$ cat src/sv/sdadc_pkg.sv
// Shared types and constants for the sigma-delta converter read controller.
// No dependencies; used by every module of the block.

package sdadc_pkg;

	// input item opcodes
	localparam logic [1:0] OP_START = 2'd0;
	localparam logic [1:0] OP_DONE  = 2'd1;
	localparam logic [1:0] OP_DRDY  = 2'd2;
	localparam logic [1:0] OP_TICK  = 2'd3;

	// configuration register indexes
	localparam logic [2:0] REG_CLOCK    = 3'd0;
	localparam logic [2:0] REG_SETUP    = 3'd1;
	localparam logic [2:0] REG_RST_CNT  = 3'd2;
	localparam logic [2:0] REG_DELAY    = 3'd3;
	localparam logic [2:0] REG_FSCALE   = 3'd4;
	localparam logic [2:0] REG_WIN_LOW  = 3'd5;
	localparam logic [2:0] REG_WIN_HIGH = 3'd6;

	localparam int CFG_IDX_W = 3;
	localparam int CFG_DAT_W = 18;
	localparam int VAL_W     = 18;
	localparam int CODE_W    = 16;
	localparam int PROD_W    = CODE_W + VAL_W;
	localparam int OUT_W     = 48;

	// register reset values
	localparam logic [7:0]       RST_CLOCK    = 8'h0F;
	localparam logic [7:0]       RST_SETUP    = 8'h4C;
	localparam logic [7:0]       RST_RST_CNT  = 8'd151;
	localparam logic [7:0]       RST_DELAY    = 8'd1;
	localparam logic [VAL_W-1:0] RST_FSCALE   = 18'd122500;
	localparam logic [VAL_W-1:0] RST_WIN_LOW  = 18'd8200;
	localparam logic [VAL_W-1:0] RST_WIN_HIGH = 18'd8500;

	// converter command bytes
	localparam logic [7:0] BYTE_FILL     = 8'hFF;
	localparam logic [7:0] CMD_CLOCK_REG = 8'h20;
	localparam logic [7:0] CMD_SETUP_REG = 8'h10;
	localparam logic [7:0] CMD_READ      = 8'h38;
	localparam logic [7:0] CFG_LAST      = 8'd3;

	localparam logic [15:0] DIV_MAX = 16'hFFFF;

	typedef struct packed {
		logic [7:0]       clock_val;
		logic [7:0]       setup_val;
		logic [7:0]       reset_bytes;
		logic [7:0]       delay_ticks;
		logic [VAL_W-1:0] full_scale;
		logic [VAL_W-1:0] window_low;
		logic [VAL_W-1:0] window_high;
	} cfg_t;

	typedef struct packed {
		logic              spi_start;
		logic [7:0]        tx_byte;
		logic              select_active;
		logic              busy;
		logic              sample_valid;
		logic              sample_channel;
		logic [CODE_W-1:0] sample_code;
	} step_t;

	typedef enum logic [8:0] {
		PH_IDLE    = 9'b000000001,
		PH_RESET   = 9'b000000010,
		PH_WAIT1   = 9'b000000100,
		PH_CFG     = 9'b000001000,
		PH_WAIT2   = 9'b000010000,
		PH_CMD     = 9'b000100000,
		PH_DRDY    = 9'b001000000,
		PH_READ_HI = 9'b010000000,
		PH_READ_LO = 9'b100000000
	} phase_t;

endpackage

$ cat src/sv/sdadc_cfg_regs.sv
// Configuration register file of the converter read controller.
// Depends on sdadc_pkg.

module sdadc_cfg_regs (
	input  logic                           clk,
	input  logic                           arst_n,
	input  logic                           wr_en,
	input  logic [sdadc_pkg::CFG_IDX_W-1:0] wr_index,
	input  logic [sdadc_pkg::CFG_DAT_W-1:0] wr_data,
	output sdadc_pkg::cfg_t                cfg
);

	sdadc_pkg::cfg_t cfg_q;

	always_ff @(posedge clk or negedge arst_n) begin
		if (!arst_n) begin
			cfg_q.clock_val   <= sdadc_pkg::RST_CLOCK;
			cfg_q.setup_val   <= sdadc_pkg::RST_SETUP;
			cfg_q.reset_bytes <= sdadc_pkg::RST_RST_CNT;
			cfg_q.delay_ticks <= sdadc_pkg::RST_DELAY;
			cfg_q.full_scale  <= sdadc_pkg::RST_FSCALE;
			cfg_q.window_low  <= sdadc_pkg::RST_WIN_LOW;
			cfg_q.window_high <= sdadc_pkg::RST_WIN_HIGH;
		end else if (wr_en) begin
			case (wr_index)
				sdadc_pkg::REG_CLOCK:    cfg_q.clock_val   <= wr_data[7:0];
				sdadc_pkg::REG_SETUP:    cfg_q.setup_val   <= wr_data[7:0];
				sdadc_pkg::REG_RST_CNT:  cfg_q.reset_bytes <= wr_data[7:0];
				sdadc_pkg::REG_DELAY:    cfg_q.delay_ticks <= wr_data[7:0];
				sdadc_pkg::REG_FSCALE:   cfg_q.full_scale  <= wr_data;
				sdadc_pkg::REG_WIN_LOW:  cfg_q.window_low  <= wr_data;
				sdadc_pkg::REG_WIN_HIGH: cfg_q.window_high <= wr_data;
				default: ;
			endcase
		end
	end

	assign cfg = cfg_q;

endmodule

$ cat src/sv/sdadc_seq.sv
// Read sequencer: reset run, register setup, read command, data-ready wait
// and two-byte readout. One event per accepted item. Depends on sdadc_pkg.

module sdadc_seq (
	input  logic            clk,
	input  logic            arst_n,
	input  logic            accept,
	input  logic [1:0]      opcode,
	input  logic            channel_index,
	input  logic [7:0]      rx_byte,
	input  logic            drdy_level,
	input  sdadc_pkg::cfg_t cfg,
	output sdadc_pkg::step_t step
);

	sdadc_pkg::phase_t phase_q, phase_d;
	logic [7:0] byte_cnt_q, byte_cnt_d;
	logic [7:0] tick_cnt_q, tick_cnt_d;
	logic       chan_q, chan_d;
	logic [7:0] high_byte_q, high_byte_d;

	logic [7:0] tick_inc;
	logic [7:0] limit;
	logic       wait_hit;
	logic [7:0] cfg_next;
	logic [7:0] cfg_byte;

	assign tick_inc = tick_cnt_q + 8'd1;
	assign limit    = (cfg.delay_ticks == 8'd0) ? 8'd1 : cfg.delay_ticks;
	assign wait_hit = (tick_inc >= limit);
	assign cfg_next = byte_cnt_q + 8'd1;

	always_comb begin
		case (cfg_next[1:0])
			2'd0:    cfg_byte = sdadc_pkg::CMD_CLOCK_REG | {7'd0, chan_q};
			2'd1:    cfg_byte = cfg.clock_val;
			2'd2:    cfg_byte = sdadc_pkg::CMD_SETUP_REG | {7'd0, chan_q};
			default: cfg_byte = cfg.setup_val;
		endcase
	end

	always_comb begin
		phase_d     = phase_q;
		byte_cnt_d  = byte_cnt_q;
		tick_cnt_d  = tick_cnt_q;
		chan_d      = chan_q;
		high_byte_d = high_byte_q;
		step        = '0;
		case (phase_q)
			sdadc_pkg::PH_IDLE: begin
				if (opcode == sdadc_pkg::OP_START) begin
					chan_d             = channel_index;
					byte_cnt_d         = 8'd1;
					tick_cnt_d         = 8'd0;
					phase_d            = sdadc_pkg::PH_RESET;
					step.spi_start     = 1'b1;
					step.tx_byte       = sdadc_pkg::BYTE_FILL;
					step.select_active = 1'b1;
				end
			end
			sdadc_pkg::PH_RESET: begin
				if (opcode == sdadc_pkg::OP_DONE) begin
					if (byte_cnt_q >= cfg.reset_bytes) begin
						phase_d    = sdadc_pkg::PH_WAIT1;
						tick_cnt_d = 8'd0;
					end else begin
						byte_cnt_d         = byte_cnt_q + 8'd1;
						step.spi_start     = 1'b1;
						step.tx_byte       = sdadc_pkg::BYTE_FILL;
						step.select_active = 1'b1;
					end
				end else begin
					step.select_active = 1'b1;
				end
			end
			sdadc_pkg::PH_WAIT1: begin
				if (opcode == sdadc_pkg::OP_TICK) begin
					tick_cnt_d = tick_inc;
					if (wait_hit) begin
						phase_d            = sdadc_pkg::PH_CFG;
						byte_cnt_d         = 8'd0;
						step.spi_start     = 1'b1;
						step.tx_byte       = sdadc_pkg::CMD_CLOCK_REG | {7'd0, chan_q};
						step.select_active = 1'b1;
					end
				end
			end
			sdadc_pkg::PH_CFG: begin
				if (opcode == sdadc_pkg::OP_DONE) begin
					if (byte_cnt_q >= sdadc_pkg::CFG_LAST) begin
						phase_d    = sdadc_pkg::PH_WAIT2;
						tick_cnt_d = 8'd0;
					end else begin
						byte_cnt_d         = cfg_next;
						step.spi_start     = 1'b1;
						step.tx_byte       = cfg_byte;
						step.select_active = 1'b1;
					end
				end else begin
					step.select_active = 1'b1;
				end
			end
			sdadc_pkg::PH_WAIT2: begin
				if (opcode == sdadc_pkg::OP_TICK) begin
					tick_cnt_d = tick_inc;
					if (wait_hit) begin
						phase_d            = sdadc_pkg::PH_CMD;
						step.spi_start     = 1'b1;
						step.tx_byte       = sdadc_pkg::CMD_READ | {7'd0, chan_q};
						step.select_active = 1'b1;
					end
				end
			end
			sdadc_pkg::PH_CMD: begin
				if (opcode == sdadc_pkg::OP_DONE)
					phase_d = sdadc_pkg::PH_DRDY;
				else
					step.select_active = 1'b1;
			end
			sdadc_pkg::PH_DRDY: begin
				// data-ready is active low
				if (opcode == sdadc_pkg::OP_DRDY && !drdy_level) begin
					phase_d            = sdadc_pkg::PH_READ_HI;
					step.spi_start     = 1'b1;
					step.tx_byte       = sdadc_pkg::BYTE_FILL;
					step.select_active = 1'b1;
				end
			end
			sdadc_pkg::PH_READ_HI: begin
				step.select_active = 1'b1;
				if (opcode == sdadc_pkg::OP_DONE) begin
					high_byte_d    = rx_byte;
					phase_d        = sdadc_pkg::PH_READ_LO;
					step.spi_start = 1'b1;
					step.tx_byte   = sdadc_pkg::BYTE_FILL;
				end
			end
			sdadc_pkg::PH_READ_LO: begin
				if (opcode == sdadc_pkg::OP_DONE) begin
					step.sample_code    = {high_byte_q, rx_byte};
					step.sample_valid   = 1'b1;
					step.sample_channel = chan_q;
					phase_d             = sdadc_pkg::PH_IDLE;
				end else begin
					step.select_active = 1'b1;
				end
			end
			default: phase_d = sdadc_pkg::PH_IDLE;
		endcase
		step.busy = (phase_d != sdadc_pkg::PH_IDLE);
	end

	always_ff @(posedge clk or negedge arst_n) begin
		if (!arst_n) begin
			phase_q     <= sdadc_pkg::PH_IDLE;
			byte_cnt_q  <= 8'd0;
			tick_cnt_q  <= 8'd0;
			chan_q      <= 1'b0;
			high_byte_q <= 8'd0;
		end else if (accept) begin
			phase_q     <= phase_d;
			byte_cnt_q  <= byte_cnt_d;
			tick_cnt_q  <= tick_cnt_d;
			chan_q      <= chan_d;
			high_byte_q <= high_byte_d;
		end
	end

endmodule

$ cat src/sv/sdadc_mul.sv
// First pipeline stage: holds the step result and the code times full-scale
// product. Depends on sdadc_pkg.

module sdadc_mul (
	input  logic                              clk,
	input  logic                              en,
	input  sdadc_pkg::step_t                  step,
	input  logic [sdadc_pkg::VAL_W-1:0]       full_scale,
	output sdadc_pkg::step_t                  step_s1,
	output logic [sdadc_pkg::PROD_W-1:0]      prod_s1
);

	always_ff @(posedge clk) begin
		if (en) begin
			step_s1 <= step;
			prod_s1 <= sdadc_pkg::PROD_W'(step.sample_code) *
			           sdadc_pkg::PROD_W'(full_scale);
		end
	end

endmodule

$ cat src/sv/sdadc_out.sv
// Second pipeline stage: divide by 65535, window check and the packed
// result register. Depends on sdadc_pkg.

module sdadc_out (
	input  logic                              clk,
	input  logic                              en,
	input  sdadc_pkg::step_t                  step_s1,
	input  logic [sdadc_pkg::PROD_W-1:0]      prod_s1,
	input  logic [sdadc_pkg::VAL_W-1:0]       window_low,
	input  logic [sdadc_pkg::VAL_W-1:0]       window_high,
	output logic [sdadc_pkg::OUT_W-1:0]       tdata_s2
);

	// p = 65535*hi + (hi + lo); fold the high part back twice,
	// then one compare finishes the remainder.
	logic [sdadc_pkg::VAL_W-1:0] q_hi;
	logic [15:0]                 q_lo;
	logic [18:0]                 fold1;
	logic [2:0]                  fold1_hi;
	logic [16:0]                 fold2;
	logic                        carry;
	logic [19:0]                 quot;
	logic [sdadc_pkg::VAL_W-1:0] scaled;
	logic                        in_win;

	assign q_hi     = prod_s1[sdadc_pkg::PROD_W-1:16];
	assign q_lo     = prod_s1[15:0];
	assign fold1    = 19'(q_hi) + 19'(q_lo);
	assign fold1_hi = fold1[18:16];
	assign fold2    = 17'(fold1_hi) + 17'(fold1[15:0]);
	assign carry    = (fold2 >= 17'(sdadc_pkg::DIV_MAX));
	assign quot     = 20'(q_hi) + 20'(fold1_hi) + 20'(carry);
	assign scaled   = quot[sdadc_pkg::VAL_W-1:0];
	assign in_win   = step_s1.sample_valid &&
	                  (scaled >= window_low) && (scaled <= window_high);

	always_ff @(posedge clk) begin
		if (en) begin
			tdata_s2 <= {in_win, scaled, step_s1.sample_code, step_s1.sample_channel,
			             step_s1.sample_valid, step_s1.busy, step_s1.select_active,
			             step_s1.tx_byte, step_s1.spi_start};
		end
	end

endmodule

$ cat src/sv/sigma_delta_adc_spi_reader_unit.sv
// Top level of the sigma-delta converter SPI read controller.
// Depends on sdadc_pkg, sdadc_cfg_regs, sdadc_seq, sdadc_mul, sdadc_out.
//
// Usage:
//   s_* carries events: start read, SPI byte done, data-ready sample and
//   millisecond tick. Every accepted item yields exactly one result item on
//   m_*, which tells the SPI engine whether to start a byte exchange, the
//   chip-select level, busy, and on the last byte of a read the 16-bit code,
//   the scaled value and the window flag.
//   cfg_* writes one configuration register per handshake; cfg_ready is
//   always high. Write only while no read sequence is running.
// Timing:
//   The sequencer updates on the accepting edge; the scaling multiply is
//   registered in the first stage and the divide/window logic feeds the
//   output register, so a result passes through both stage registers.
//   Throughput is one item per cycle while m_tready stays high.
// Reset and stall:
//   arst_n puts the sequencer in idle and the configuration registers at their defaults.
//   While m_tready is low the output register holds; the first stage still
//   takes one more item, then s_tready drops until the result is taken.

module sigma_delta_adc_spi_reader_unit (
	input  logic        clk,
	input  logic        arst_n,
	input  logic        s_tvalid,
	output logic        s_tready,
	input  logic [15:0] s_tdata,   // channel_index[0], rx_byte[8:1], drdy_level[9], zero pad
	input  logic [1:0]  s_tuser,   // opcode[1:0]
	output logic        m_tvalid,
	input  logic        m_tready,
	// spi_start[0], tx_byte[8:1], select_active[9], busy_res[10], sample_valid[11],
	// sample_channel[12], sample_code[28:13], scaled_value[46:29], in_window[47]
	output logic [47:0] m_tdata,
	input  logic        cfg_valid,
	output logic        cfg_ready,
	input  logic [2:0]  cfg_index,
	input  logic [17:0] cfg_data
);

	sdadc_pkg::cfg_t                  cfg;
	sdadc_pkg::step_t                 step;
	sdadc_pkg::step_t                 step_s1;
	logic [sdadc_pkg::PROD_W-1:0]     prod_s1;
	logic                             v_s1, v_s2;
	logic                             en1, en2, accept;

	assign en2       = !v_s2 || m_tready;
	assign en1       = !v_s1 || en2;
	assign s_tready  = en1;
	assign accept    = s_tvalid && en1;
	assign m_tvalid  = v_s2;
	assign cfg_ready = 1'b1;

	always_ff @(posedge clk or negedge arst_n) begin
		if (!arst_n) begin
			v_s1 <= 1'b0;
			v_s2 <= 1'b0;
		end else begin
			if (en1)
				v_s1 <= accept;
			if (en2)
				v_s2 <= v_s1;
		end
	end

	sdadc_cfg_regs u_cfg (
		.clk      (clk),
		.arst_n   (arst_n),
		.wr_en    (cfg_valid && cfg_ready),
		.wr_index (cfg_index),
		.wr_data  (cfg_data),
		.cfg      (cfg)
	);

	sdadc_seq u_seq (
		.clk           (clk),
		.arst_n        (arst_n),
		.accept        (accept),
		.opcode        (s_tuser),
		.channel_index (s_tdata[0]),
		.rx_byte       (s_tdata[8:1]),
		.drdy_level    (s_tdata[9]),
		.cfg           (cfg),
		.step          (step)
	);

	sdadc_mul u_mul (
		.clk        (clk),
		.en         (en1),
		.step       (step),
		.full_scale (cfg.full_scale),
		.step_s1    (step_s1),
		.prod_s1    (prod_s1)
	);

	sdadc_out u_out (
		.clk         (clk),
		.en          (en2),
		.step_s1     (step_s1),
		.prod_s1     (prod_s1),
		.window_low  (cfg.window_low),
		.window_high (cfg.window_high),
		.tdata_s2    (m_tdata)
	);

	// a completed read always ends the sequence
	a_sample_ends_busy: assert property (@(posedge clk) disable iff (!arst_n)
		m_tvalid && m_tdata[11] |-> !m_tdata[10])
		else $error("sample reported while still busy");

	a_window_needs_sample: assert property (@(posedge clk) disable iff (!arst_n)
		m_tvalid && m_tdata[47] |-> m_tdata[11])
		else $error("in_window without a sample");

	a_tx_idle_zero: assert property (@(posedge clk) disable iff (!arst_n)
		m_tvalid && !m_tdata[0] |-> (m_tdata[8:1] == 8'd0))
		else $error("tx byte set without an exchange start");

	// input side only backs up when both stages are full and stalled
	a_ready_backpressure: assert property (@(posedge clk) disable iff (!arst_n)
		!s_tready |-> (v_s1 && v_s2 && !m_tready))
		else $error("input stalled with room in the pipeline");

	a_stage2_follows: assert property (@(posedge clk) disable iff (!arst_n)
		v_s1 && en2 |=> v_s2)
		else $error("first stage item lost on its way to the output");

endmodule
$ cat config.mk
export PLATFORM = sky130hd
export DESIGN_NAME = sigma_delta_adc_spi_reader_unit
export DESIGN_NICKNAME = d
export VERILOG_FILES = /design/src/sv/sdadc_pkg.sv /design/src/sv/sdadc_cfg_regs.sv /design/src/sv/sdadc_seq.sv /design/src/sv/sdadc_mul.sv /design/src/sv/sdadc_out.sv /design/src/sv/sigma_delta_adc_spi_reader_unit.sv
export SDC_FILE = /design/constraint.sdc
export NUM_CORES = 1
export LEC_CHECK = 0
export ABC_AREA = 1
export BUFFER_PORTS_ARGS = -buffer_cell sky130_fd_sc_hd__buf_2
export CAP_MARGIN = 20
export CORE_AREA = 2 2 186 206
export DETAILED_ROUTE_END_ITERATION = 7
export DIE_AREA = 0 0 188 208
export PLACE_DENSITY = 0.78
export SKIP_LAST_GASP = 1
export SYNTH_ARGS = -nofsm -noshare
export SYNTH_HDL_FRONTEND = slang
export SYNTH_SLANG_ARGS = --single-unit
export TNS_END_PERCENT = 5
$ cat constraint.sdc
create_clock -name clk -period 6.5 [get_ports clk]
set_input_delay 0.325 -clock clk [delete_from_list [all_inputs] [get_ports clk]]
set_output_delay 0.325 -clock clk [all_outputs]
set_load 0.01 [all_outputs]
Yosys cells after proc, flatten, opt, wreduce, memory -nomap -nowiden
Cells that the tools add are included.

RAM bits: 0. Output and inout port bits: 51. Bits of input ports: 44. Register bits after elaboration: 233. Logic and storage cells: 145. Memories: 0. ROM bits: 0. Latch bits: 0.

Div/mod/pow operators: 0. Reduce and logical (&&, ||, !) cells: 29. Add/sub/neg operators: 6. Multiplexer cells: 49. Magnitude comparators: 6. Multipliers: 1. Bitwise gates (word level): 0. Eq/ne operators: 31. Shifts and indexed selects: 0.

Operators with widths (count): 2-to-1 mux 9 bit (16); 2-to-1 mux 8 bit (14); one-hot mux 9 bit (9 select lines) (1); 2-to-1 mux 10 bit (8); one-hot mux 8 bit (4 select lines) (2); one-hot mux 9 bit (7 select lines) (1); multiplier 16 x 18 -> 34 bit (1); one-hot mux 8 bit (3 select lines) (1); adder 18 x 16 -> 19 bit (1); adder 18 x 1 -> 18 bit (1); adder 18 x 3 -> 18 bit (1); >= comparator 18 bit (1); less-or-equal comparator 18 bit (1); 2-to-1 mux 18 bit (1); adder 3 x 16 -> 17 bit (1); >= comparator 17 x 16 -> 1 bit (second input constant) (1); adder 8 x 1 -> 8 bit (second input constant) (2); >= comparator 8 bit (2); 2-to-1 mux 16 bit (1); inequality test 2 x 1 -> 1 bit (second input constant) (8); AND reduction 2 bit (8); equality test 3 bit (second input constant) (3); equality test 9 x 1 -> 1 bit (second input constant) (1); equality test 9 x 2 -> 1 bit (second input constant) (1); 27 further kinds (44).

Longest topological paths before layout
Gate-level depths: netlist of the first run.

Depth in word-level cells: 7. Mapped depth: 47. Depth with buffers taken out: 47.

Cells and area by module
Synthesis of the first run repeated with hierarchy kept, for this count alone.

Cells, all modules: 2930. Area, all modules: 23102.2 um2.

By module, submodules not included: sdadc_mul (seq. area each 1891.8 um2, area each 12304.3 um2, cells each 1559, times used 1); sdadc_out (seq. area each 1441.4 um2, area each 4095.2 um2, cells each 491, times used 1); sdadc_cfg_regs (seq. area each 2188.3 um2, area each 3420.8 um2, cells each 380, times used 1); sdadc_seq (seq. area each 852.1 um2, area each 3180.6 um2, cells each 487, times used 1); sigma_delta_adc_spi_reader_unit (seq. area each 50.0 um2, area each 101.3 um2, cells each 13, times used 1).

Least setup slack after synthesis of the first run
Ideal clock, no wire load.

Path kind: register -> register. From: reg u_mul.prod_s1[16] (netlist name). To: reg u_out.tdata_s2[47] (netlist name), data pin. Setup time: 146 ps. Required time: 6354 ps. Clock period less this slack: 6587 ps. Cell stages (with the launch flop): 47. Buffers on the path: 0. Data arrival time: 6441 ps. Path slack: -87 ps. Cell sequence: edfxtp_1 ha_1 inv_1 fa_1 nand3b_1 nand2_1 nand2_1 nand2_1 nand2_1 nand2_1 a31oi_1 o21ai_0 xor2_1 ha_1 inv_1 fa_1 inv_1 nor2_1 [11 not listed] inv_1 fa_1 nand3_1 nand2_1 nand3_1 nor2_1 nand3_1 nor3_1 and3_1 nand3_1 xnor2_1 ha_1 nand2_1 nor4_1 o211ai_1 nand4_1 nand2_1 a21oi_1.

Cells in the longest elaborated chain, start to end: 7. Elaborated cells on any way between the ends: 9. Those cells by class: add/sub (4); order compare (3); reduce/logical (2).

Ends and longest elaborated chain: start, declared (line sdadc_mul.sv:10) `output logic [sdadc_pkg::PROD_W-1:0] prod_s1`; start signal, assigned (line sdadc_mul.sv:16) `prod_s1 <= sdadc_pkg::PROD_W'(step.sample_code) *`; adder 18 x 16 -> 19 bit (line sdadc_out.sv:28) `assign fold1 = 19'(q_hi) + 19'(q_lo);`; adder 3 x 16 -> 17 bit (line sdadc_out.sv:30) `assign fold2 = 17'(fold1_hi) + 17'(fold1[15:0]);`; >= comparator 17 x 16 -> 1 bit (line sdadc_out.sv:31) `assign carry = (fold2 >= 17'(sdadc_pkg::DIV_MAX));`; adder 18 x 1 -> 18 bit (*) (line sdadc_out.sv:32) `assign quot = 20'(q_hi) + 20'(fold1_hi) + 20'(carry);`; named net u_out.quot[16] (line sdadc_out.sv:22) `logic [19:0] quot;`; >= comparator 18 bit (line sdadc_out.sv:35) `(scaled >= window_low) && (scaled <= window_high);`; logical AND 1 bit (line sdadc_out.sv:34) `assign in_win = step_s1.sample_valid &&`; logical AND 1 bit (*) (line sdadc_out.sv:35); named net u_out.in_win (line sdadc_out.sv:24) `logic in_win;`; end signal, assigned (line sdadc_out.sv:39) `tdata_s2 <= {in_win, scaled, step_s1.sample_code, step_s1.sample_channel,`; end, declared (line sdadc_out.sv:11) `output logic [sdadc_pkg::OUT_W-1:0] tdata_s2`.

Mark *: on every way through the listed nets, which the timed path passes. The rest lies on a longest branch. A chain may end at the register's enable or synchronous reset.

Worst setup path after layout of the first run
Ends and elaborated chain as after synthesis.

==> results of run 1 <==
## layout make-up
class | instances | area [um^2] | share of cell area, %
repair buffers | 376 | 2660 | 10.4
flip-flops and latches | 233 | 6420 | 25.0
multi-input cells | 1646 | 13200 | 51.5
clock buffers | 32 | 736 | 2.87
well taps | 494 | 618 | 2.41
inverters | 486 | 1840 | 7.16
clock inverters | 18 | 173 | 0.673
## sequential cells by signal, indices dropped and copies added, names as in the netlist
| name | flops |
|---|---|
| u_seq.byte_cnt_q | 8 |
| u_mul.step_s1 | 29 |
| u_seq.phase_q | 9 |
| u_mul.prod_s1 | 34 |
| u_seq.chan_q | 1 |
| m_tvalid | 1 |
| u_cfg.cfg | 86 |
| u_seq.tick_cnt_q | 8 |
| u_seq.high_byte_q | 8 |
| u_out.tdata_s2 | 48 |
| v_s1 | 1 |
## what timing repair did
item,CTS,global route
endpoints found under the hold margin,36,0
hold buffers,1,0
endpoints found under the setup margin,22,26
gates resized for setup,81,35
pin swaps,36,36
buffers inserted,20,5
## routing by layer
metal	global-route usage, %	vias up	share of wire [%]
li1	-	8270	-
met1	36.7	8753	39
met2	54.4	636	51
met3	3.32	205	5.4
met4	14.3	0	5.2
met5	0	-	0
## cell usage after synthesis (2+ instances only)
master | instances | area share, %
a211oi_1 | 5 | 0.18
a21boi_0 | 3 | 0.11
a21o_1 | 5 | 0.18
a21oi_1 | 83 | 2.0
a31oi_1 | 4 | 0.12
buf_1 | 4 | 0.071
buf_2 | 5 | 0.12
buf_4 | 14 | 0.49
clkbuf_1 | 32 | 0.57
clkinv_1 | 4 | 0.071
dfrtp_1 | 92 | 11
dfstp_2 | 30 | 3.7
edfxtp_1 | 111 | 16
fa_1 | 226 | 21
ha_1 | 185 | 11
inv_1 | 469 | 8.3
inv_2 | 11 | 0.19
nand2_1 | 541 | 9.6
nand2_4 | 2 | 0.11
nand3_1 | 66 | 1.6
nand3_2 | 5 | 0.24
nand3b_1 | 7 | 0.25
nand4_1 | 23 | 0.68
nor2_1 | 196 | 3.5
nor2_2 | 6 | 0.18
nor2_4 | 6 | 0.32
nor2_8 | 5 | 0.47
nor3_1 | 17 | 0.40
nor4_1 | 5 | 0.15
nor4_2 | 3 | 0.18
o211ai_1 | 2 | 0.071
o21a_1 | 6 | 0.21
o21ai_0 | 144 | 3.4
o21ai_1 | 8 | 0.19
o21bai_1 | 4 | 0.14
o221ai_1 | 2 | 0.082
o31ai_1 | 6 | 0.21
o32ai_1 | 2 | 0.082
or2_2 | 3 | 0.088
xnor2_1 | 23 | 0.95
xor2_1 | 38 | 1.6
## kinds of logic (layout without fill, tap and decap cells)
kind of cell,Yosys count,count (layout),synth area share [%]
DFF,233,233,30.2
AOI/OAI and AO/OA,284,284,7.35
adders and majority gates,411,411,32.2
and+or+nand+nor,889,889,17.8
other,1,1,0.0176
buffers and inverters,542,912,9.92
xor gates and xnor gates,61,61,2.51
## power by group through the flow
| stage | clock network [W] | logic [W] | registers, W |
|---|---|---|---|
| 6_report | 0.00154 | 0.00119 | 0.00204 |
| 5_1_grt | 0.00162 | 0.00132 | 0.00206 |
| 4_1_cts | 0.00156 | 0.00116 | 0.00203 |
| 3_5_place_dp | 0 | 0.00112 | 0.00205 |
| 3_3_place_gp | 0 | 0.00108 | 0.00205 |
| 2_1_floorplan | 0 | 0.000696 | 0.00197 |
## critical path: cells and delay by family (launching register included)
family | cells | cell delay [ps]
xor+xnor | 2 | 320
buf+inv | 10 | 870
simple gates | 23 | 2230
fa+ha+maj | 7 | 2000
flops | 1 | 350
compound gates | 6 | 650
## worst min path at each step
stage,start,end,slack (ps),depth (start not counted)
6_report,s_tdata[0],u_seq.chan_q,60,3
5_1_grt,s_tdata[0],u_seq.chan_q,60,3
4_1_cts,s_tdata[0],u_seq.chan_q,40,3
3_5_place_dp,arst_n,m_tvalid,340,1
3_3_place_gp,arst_n,v_s1,340,1
2_1_floorplan,arst_n,m_tvalid,30,0
## per-stage QoR
stage / instances / hold WS (ps) / total power, W / area (um^2) / setup TNS [ps]
after CTS: 3279 / 43.8 / 0.00475 / 25400 / -2090
final: 3285 / 55.1 / 0.00478 / 25700 / -2020
after detailed placement: 3208 / 339 / 0.00318 / 24000 / -7580
after global placement: 3208 / 337 / 0.00312 / 24000 / -4580
after floorplan: 2421 / 29.4 / 0.00267 / 21300 / 0
after global routing: 3285 / 55.5 / 0.00501 / 25700 / -9300
==> results.sh, run 1 <==
export IMPL_status="complete, but fails checks"
export IMPL_violations="negative setup slack"
export IMPL_die_y_um=208
export IMPL_antenna_found_initial=0
export IMPL_syn_nets=2876
export IMPL_grt_start_max_net_pins=86
export IMPL_p_clk_share_pct=32.3
export IMPL_start_util_pct=57.5
export IMPL_seqPwrFrac_pct=42.7
export IMPL_area_delta_synth_final_pct=20.7
export IMPL_io_pins=95
export IMPL_cp_data_arrival_time_ps=6990
export IMPL_layout_nets=3225
export IMPL_layout_min_cycle_time_ps=6700
export IMPL_grt_first_pass_wirelength_um=94300
export IMPL_ys_flop_type="edfxtp_1"
export IMPL_synth_avg_cell_area_um2=8.78
export IMPL_hold_class="primary input to register"
export IMPL_rsz0062_at_grt="true"
export IMPL_grtUsageTotal_pct=30.4
export IMPL_htreeDepth=1
export IMPL_yosysWarnings=0
export IMPL_slowest_stage="fa_2"
export IMPL_slew_headroom_pct=32.7
export IMPL_portBuffers=87
export IMPL_die_area_um2=39100
export IMPL_grt_pass1_vias=19100
export IMPL_drv_cap=0
export IMPL_die_width_um=188
export IMPL_switching_share_pct=33.9
export IMPL_p_leak_nw=13.4
export IMPL_worst_slew_pin_slew_ps=1010
export IMPL_detail_route_wl_per_cell_um=17.7
export IMPL_cp_slowest_stage_delay_ps=410
export IMPL_ys_seq_area_share_pct=30.2
export IMPL_yosysUniqueCellTypes=59
export IMPL_place_ws_ps=-504
export IMPL_syn_area_um2=21300
export IMPL_root_buffer="clkbuf_16"
export IMPL_ir_worst_vdd_uv=225
export IMPL_finalHoldViolations=0
export IMPL_gp_congestion=0.940
export IMPL_path_common_cell="buf_4"
export IMPL_routed_wl_um=58200
export IMPL_reg2reg_from="u_mul.prod_s1[16]"
export IMPL_cts_made_buffers=27
export IMPL_layout_common_cells="522 x nand2_1, 466 x inv_1, 283 x buf_4"
export IMPL_clockBufferDepth=3
export IMPL_synth_edf_count=111
export IMPL_fmax_ghz=0.149
export IMPL_r2r_slack_ps=-200
export IMPL_clock_latency_ps=570
export IMPL_end_kind="register"
export IMPL_period_share_pct=103
export IMPL_required_ps=6800
export IMPL_drcViolationCount=0
export IMPL_critPathKind="register to register"
export IMPL_worstSetupEndpoint="u_out.tdata_s2[47]"
export IMPL_final_common_cell="nand2_1"
export IMPL_power_frac_comb_pct=25.0
export IMPL_synthArstFlopShare_pct=52.4
export IMPL_core_um2=36900
export IMPL_dp_hpwl_um=45300
export IMPL_drt_pass1_iterations=5
export IMPL_cts_sinks=233
export IMPL_gr_total_overflow=0
export IMPL_final_setup_viol_count=17
export IMPL_antenna_cells=0
export IMPL_nFillCells=2752
export IMPL_path_clk_slew_ps=60
export IMPL_drtAntennaViolNets=0
export IMPL_r2r_end="u_out.tdata_s2[47]"
export IMPL_drtIter0Drc=1198
export IMPL_startpoint_type="register"
export IMPL_synth_seq_cells=233
export IMPL_reg2regPathDepth=48
export IMPL_drive_above_1_share_pct=21.0
export IMPL_rows=74
export IMPL_p_per_area_nw_per_um2=186
export IMPL_p_sw_w=0.00162
export IMPL_slew_viol_final=0
export IMPL_synthCells=2421
export IMPL_tritoncts="done"
export IMPL_worstSetupStartpoint="u_mul.prod_s1[16]"
export IMPL_fin_util_pct=69.4
export IMPL_p_int_w=0.00316
export IMPL_setup_slack_ps=-196
export IMPL_worst_clock_skew_ps=36.0
export IMPL_dr_total_vias=17900
export IMPL_crit_path_max_fanout=3
export IMPL_viasPerCell=5.44
Note: power is estimated with default switching activity, not from simulation.
==> run 2, diff against run 1 <==
--- a/config.mk
+++ b/config.mk
@@ -11,7 +11,9 @@
 export CORE_AREA = 2 2 186 206
 export DETAILED_ROUTE_END_ITERATION = 7
 export DIE_AREA = 0 0 188 208
+export HOLD_SLACK_MARGIN = 0.06
 export PLACE_DENSITY = 0.78
+export RECOVER_POWER = 100
 export SKIP_LAST_GASP = 1
 export SYNTH_ARGS = -nofsm -noshare
 export SYNTH_HDL_FRONTEND = slang
==> results.sh, run 2 (synthesis results as in run 1) <==
export IMPL_drcViolationCount=0
export IMPL_area_delta_synth_final_pct=20.3
export IMPL_wl_met2_um=29600
export IMPL_slew_viol_final=231
export IMPL_antenna_found_initial=0
export IMPL_worst_clock_skew_ps=30.7
export IMPL_timing_hold_ws_ps=104
export IMPL_p_int_w=0.00315
export IMPL_rsz0062_at_grt="true"
export IMPL_io_pins=95
export IMPL_final_setup_viol_count=16
export IMPL_cts_made_buffers=27
export IMPL_die_y_um=208
export IMPL_layout_nets=3227
export IMPL_critPathKind="register to register"
export IMPL_viasPerCell=5.45
export IMPL_p_leak_nw=13.2
export IMPL_dr_total_vias=17900
export IMPL_grt_first_pass_wirelength_um=94300
export IMPL_period_share_pct=103
export IMPL_detail_route_wl_per_cell_um=17.7
export IMPL_required_ps=6910
export IMPL_worst_slew_pin_slew_ps=3840
export IMPL_setup_slack_ps=-195
export IMPL_final_common_cell="nand2_1"
export IMPL_fin_tns_setup_ps=-1770
export IMPL_antenna_cells=0
export IMPL_p_per_area_nw_per_um2=187
export IMPL_fin_cells=3287
export IMPL_largest_register_ffs=86
export IMPL_violations="max-capacitance violations, max-slew violations, negative setup slack"
export IMPL_drtIter0Drc=1229
export IMPL_p_clk_share_pct=32.4
export IMPL_finalHoldViolations=0
export IMPL_grtUsageTotal_pct=30.4
export IMPL_htreeDepth=1
export IMPL_cp_data_arrival_time_ps=7100
export IMPL_path_clk_slew_ps=70
export IMPL_dp_hpwl_um=45300
export IMPL_status="complete, but fails checks"
export IMPL_hold_class="primary input to register"
export IMPL_seqPwrFrac_pct=42.9
export IMPL_ir_worst_vdd_uv=220
export IMPL_drt_pass1_iterations=5
export IMPL_fmax_ghz=0.149
export IMPL_die_area_um2=39100
export IMPL_gp_congestion=0.940
export IMPL_drtAntennaViolNets=0
export IMPL_rows=74
export IMPL_portBuffers=87
export IMPL_tritoncts="done"
export IMPL_highest_layer="met4"
export IMPL_dr_wl_met3_um=3640
export IMPL_path_common_cell="nand2_2"
export IMPL_gr_total_overflow=0
export IMPL_grt_start_max_net_pins=86
export IMPL_crit_path_max_fanout=3
export IMPL_slew_headroom_pct=-156
export IMPL_end_kind="register"
export IMPL_layout_common_cells="522 x nand2_1, 466 x inv_1, 279 x buf_4"
export IMPL_cts_sinks=233
export IMPL_switching_share_pct=33.9
export IMPL_clock_latency_ps=570
export IMPL_grt_pass1_vias=19100
export IMPL_clockBufferDepth=3
export IMPL_routed_wl_um=58200
export IMPL_cp_slowest_stage_delay_ps=410
export IMPL_fin_util_pct=69.2
export IMPL_p_sw_w=0.00162
export IMPL_die_width_um=188
export IMPL_slowest_stage="fa_2"
export IMPL_drv_cap=4
export IMPL_power_frac_comb_pct=24.7
export IMPL_startpoint_type="register"
export IMPL_wl_met1_um=21900
export IMPL_finalPower_w=0.00477
export IMPL_root_buffer="clkbuf_16"
export IMPL_layout_min_cycle_time_ps=6690
export IMPL_dp_cells=3208
export IMPL_start_util_pct=57.5
export IMPL_drive_above_1_share_pct=18.9
export IMPL_core_um2=36900
## run 2: cell count changes in the layout (fill, tap and decap cells not counted)
| cell | before | now |
|---|---|---|
| dlygate4sd3_1 | 1 | 3 |
| buf_16 | 1 | 0 |
| dlymetal6s4s_1 | 0 | 1 |
| buf_2 | 86 | 34 |
| buf_4 | 283 | 279 |
| clkbuf_1 | 2 | 58 |
## run 2: area by class of cell
type / count / area, um^2
Multi-Input combinational cell: 1646 / 13200
Fill cell: 2781 / 11400
Sequential cell: 233 / 6420
Timing Repair Buffer: 378 / 2580
Inverter: 486 / 1840
Clock buffer: 32 / 736
Tap cell: 494 / 618
Clock inverter: 18 / 173
## run 2: power groups by stage
stage / registers [W] / logic (W) / clock network (W)
final: 0.00205 / 0.00118 / 0.00154
after global routing: 0.00207 / 0.00131 / 0.00162
after CTS: 0.00203 / 0.00116 / 0.00156
after detailed placement: 0.00205 / 0.00112 / 0
after global placement: 0.00205 / 0.00108 / 0
after floorplan: 0.00197 / 0.000696 / 0
## run 2: critical path: cells and delay by family (launching register included)
| family | cells | cell delay [ps] |
|---|---|---|
| AOI/OAI and AO/OA | 4 | 550 |
| xor gates and xnor gates | 2 | 330 |
| adders and majority gates | 7 | 2070 |
| buffers and inverters | 4 | 240 |
| DFF | 1 | 360 |
| and+or+nand+nor | 27 | 2980 |
## run 2: metrics by stage
stage | worst slack (ps) | area [um^2]
finish | -195 | 25600
global route | -755 | 25600
CTS | -172 | 25500
detailed placement | -504 | 24000
global placement | -361 | 24000
floorplan | 3.13 | 21300
## run 2: repair_timing
item | 4_1_cts | 5_1_grt
gates resized for setup | 81 | 35
hold buffers | 3 | 0
endpoints found under the setup margin | 22 | 26
hold endpoints to repair | 38 | 0
setup buffers | 20 | 5
pin swaps | 36 | 36
## run 2: worst paths after layout
kind	to	startpoint	depth (start not counted)	slack [ps]
hold / removal	u_cfg.cfg[31]	cfg_data[13]	3	100
setup / recovery	u_out.tdata_s2[47]	u_mul.prod_s1[16]	44	-190
hold reg to reg	u_out.tdata_s2[3]	u_mul.step_s1[22]	0	410
min in group asynchronous	m_tvalid	arst_n	2	910
max in group asynchronous	u_cfg.cfg[11]	arst_n	4	1000
setup reg to reg	u_out.tdata_s2[47]	u_mul.prod_s1[16]	44	-190
## run 2: layer usage
| layer | track usage [%] | vias to the layer above |
|---|---|---|
| met1 | 36.7 | 8765 |
| li1 | - | 8272 |
| met2 | 54.5 | 669 |
| met5 | 0 | - |
| met4 | 14.3 | 0 |
| met3 | 3.31 | 196 |
==> run 3, diff against run 2 <==
--- a/config.mk
+++ b/config.mk
@@ -12,7 +12,7 @@
 export DETAILED_ROUTE_END_ITERATION = 7
 export DIE_AREA = 0 0 188 208
 export HOLD_SLACK_MARGIN = 0.06
-export PLACE_DENSITY = 0.78
+export PLACE_DENSITY = 0.82
 export RECOVER_POWER = 100
 export SKIP_LAST_GASP = 1
 export SYNTH_ARGS = -nofsm -noshare
==> results.sh, run 3 (synthesis results as in run 1) <==
export IMPL_fin_util_pct=69.1
export IMPL_fin_area_um2=25500
export IMPL_gr_total_overflow=0
export IMPL_grt_busiest_layer="met2"
export IMPL_drcViolationCount=0
export IMPL_finalHoldViolations=0
export IMPL_final_common_cell="nand2_1"
export IMPL_cts_made_buffers=25
export IMPL_cp_top_family="simple AND/OR/NAND/NOR gates"
export IMPL_reg2regPathDepth=44
export IMPL_cts_sinks=233
export IMPL_dp_hpwl_um=45200
export IMPL_violations="max-capacitance violations, max-slew violations, negative setup slack"
export IMPL_area_delta_synth_final_pct=20.0
export IMPL_worst_slew_pin_slew_ps=3800
export IMPL_period_share_pct=104
export IMPL_regArea_um2=6420
export IMPL_cp_slowest_stage_delay_ps=410
export IMPL_grt_use_met2_pct=55.1
export IMPL_grt_start_max_net_pins=91
export IMPL_slew_viol_final=231
export IMPL_die_y_um=208
export IMPL_slowest_stage="fa_2"
export IMPL_path_clk_slew_ps=60
export IMPL_layout_nets=3219
export IMPL_multi_input_area_um2=13200
export IMPL_grtUsageTotal_pct=31.1
export IMPL_path_common_cell="nand2_2"
export IMPL_grt_pass1_vias=19400
export IMPL_min_from="s_tdata[0]"
export IMPL_gr_usage_met1_pct=36.7
export IMPL_fin_tns_setup_ps=-2230
export IMPL_p_leak_nw=13.1
export IMPL_antenna_cells=0
export IMPL_met3_usage_pct=4.89
export IMPL_viasPerCell=5.55
export IMPL_post_dp_cell_area_um2=24000
export IMPL_status="complete, but fails checks"
export IMPL_critPathKind="register to register"
export IMPL_die_area_um2=39100
export IMPL_largest_register_ffs=86
export IMPL_rows=74
export IMPL_startpoint_type="register"
export IMPL_antenna_found_initial=0
export IMPL_slew_headroom_pct=-153
export IMPL_detail_route_wl_per_cell_um=18.1
export IMPL_drtIter0Drc=1402
export IMPL_routed_wl_um=59200
export IMPL_tritoncts="done"
export IMPL_layout_common_cells="528 x nand2_1, 465 x inv_1, 268 x buf_4"
export IMPL_drv_cap=4
export IMPL_rsz0062_at_grt="true"
export IMPL_min_path_cells=3
export IMPL_core_um2=36900
export IMPL_reg2reg_from="u_mul.prod_s1[0]"
export IMPL_worst_clock_skew_ps=19.6
export IMPL_die_width_um=188
export IMPL_clockBufferDepth=3
export IMPL_finalPower_w=0.00480
export IMPL_required_ps=6890
export IMPL_cp_num_buf_inv=4
export IMPL_nFillCells=2650
export IMPL_gp_congestion=0.975
export IMPL_ir_worst_vdd_uv=202
export IMPL_cp_data_arrival_time_ps=7150
export IMPL_htreeDepth=1
export IMPL_hold_class="primary input to register"
export IMPL_dr_total_vias=18200
export IMPL_grt_first_pass_wirelength_um=96600
export IMPL_clock_latency_ps=540
export IMPL_end_kind="register"
export IMPL_cp_depth=44
export IMPL_crit_path_max_fanout=3
export IMPL_drt_pass1_iterations=8
export IMPL_root_buffer="clkbuf_16"
export IMPL_setup_slack_ps=-266
export IMPL_io_pins=95
export IMPL_fmax_ghz=0.148
export IMPL_final_setup_viol_count=20
export IMPL_start_util_pct=57.5
export IMPL_drive_above_1_share_pct=18.3
export IMPL_layout_min_cycle_time_ps=6770
export IMPL_worstSetupStartpoint="u_mul.prod_s1[0]"
export IMPL_portBuffers=87
export IMPL_p_per_area_nw_per_um2=188
export IMPL_drtAntennaViolNets=0
[run 3: cell types whose count changed in the layout (fill, tap and decap cells not counted), sizes merged]
cell          before  now
clkinvlp           0    2
dlymetal6s4s       1    0
inv              487  486
bufinv             2    6
clkinv            15   10
buf              318  311
dlygate4sd3        3    1
[run 3: final timing paths]
path	end	slack, ps
worst max-delay path	u_out.tdata_s2[47]	-270
worst min-delay path	u_seq.chan_q	80
worst max register to register	u_out.tdata_s2[47]	-270
worst min register to register	u_out.tdata_s2[2]	420
max in group asynchronous	u_cfg.cfg[19]	2520
min in group asynchronous	m_tvalid	840
[run 3: routing by layer]
layer | wire length, um | up-vias
met2 | 29600 | 825
li1 | - | 8245
met3 | 4490 | 244
met1 | 21800 | 8875
met5 | 0 | -
met4 | 3320 | 0
[run 3: power by group]
group | leakage (nW) | total [W] | switching (W) | internal (W)
combinational | 9.94 | 0.00117 | 0.000745 | 0.000424
clock | 0.443 | 0.00158 | 0.000612 | 0.000964
sequential | 2.73 | 0.00205 | 0.000229 | 0.00183
total | 13.1 | 0.00480 | 0.00159 | 0.00321
[run 3: area by class of cell]
class	count	area share, %
flip-flops and latches	233	25.2
inverters	486	7.20
repair buffers	372	9.95
well taps	494	2.42
multi-input cells	1646	51.7
clock inverters	18	1.05
clock buffers	28	2.54
[run 3: through the flow]
step                      setup WS, ps  hold slack (ps)  instances
after floorplan                   3.13             29.4       2421
after global placement            -292              297       3193
after detailed placement          -578              301       3193
after CTS                        -99.3             66.4       3270
after global routing              -653             96.4       3277
final                             -266             82.2       3277
[run 3: repair_timing]
item | CTS | global route
setup buffers | 30 | 6
setup endpoints to repair | 22 | 23
endpoints found under the hold margin | 32 | 0
resized for setup | 87 | 28
hold buffers | 1 | 0
pin swaps | 42 | 32
[run 3: worst register-to-register path: cells and delay by family, from the launching register on]
| kind | cells | cell delay, ps |
|---|---|---|
| simple gates | 27 | 3020 |
| fa+ha+maj | 7 | 2090 |
| compound gates | 4 | 560 |
| flops | 1 | 370 |
| xor+xnor | 2 | 370 |
| buf+inv | 4 | 210 |
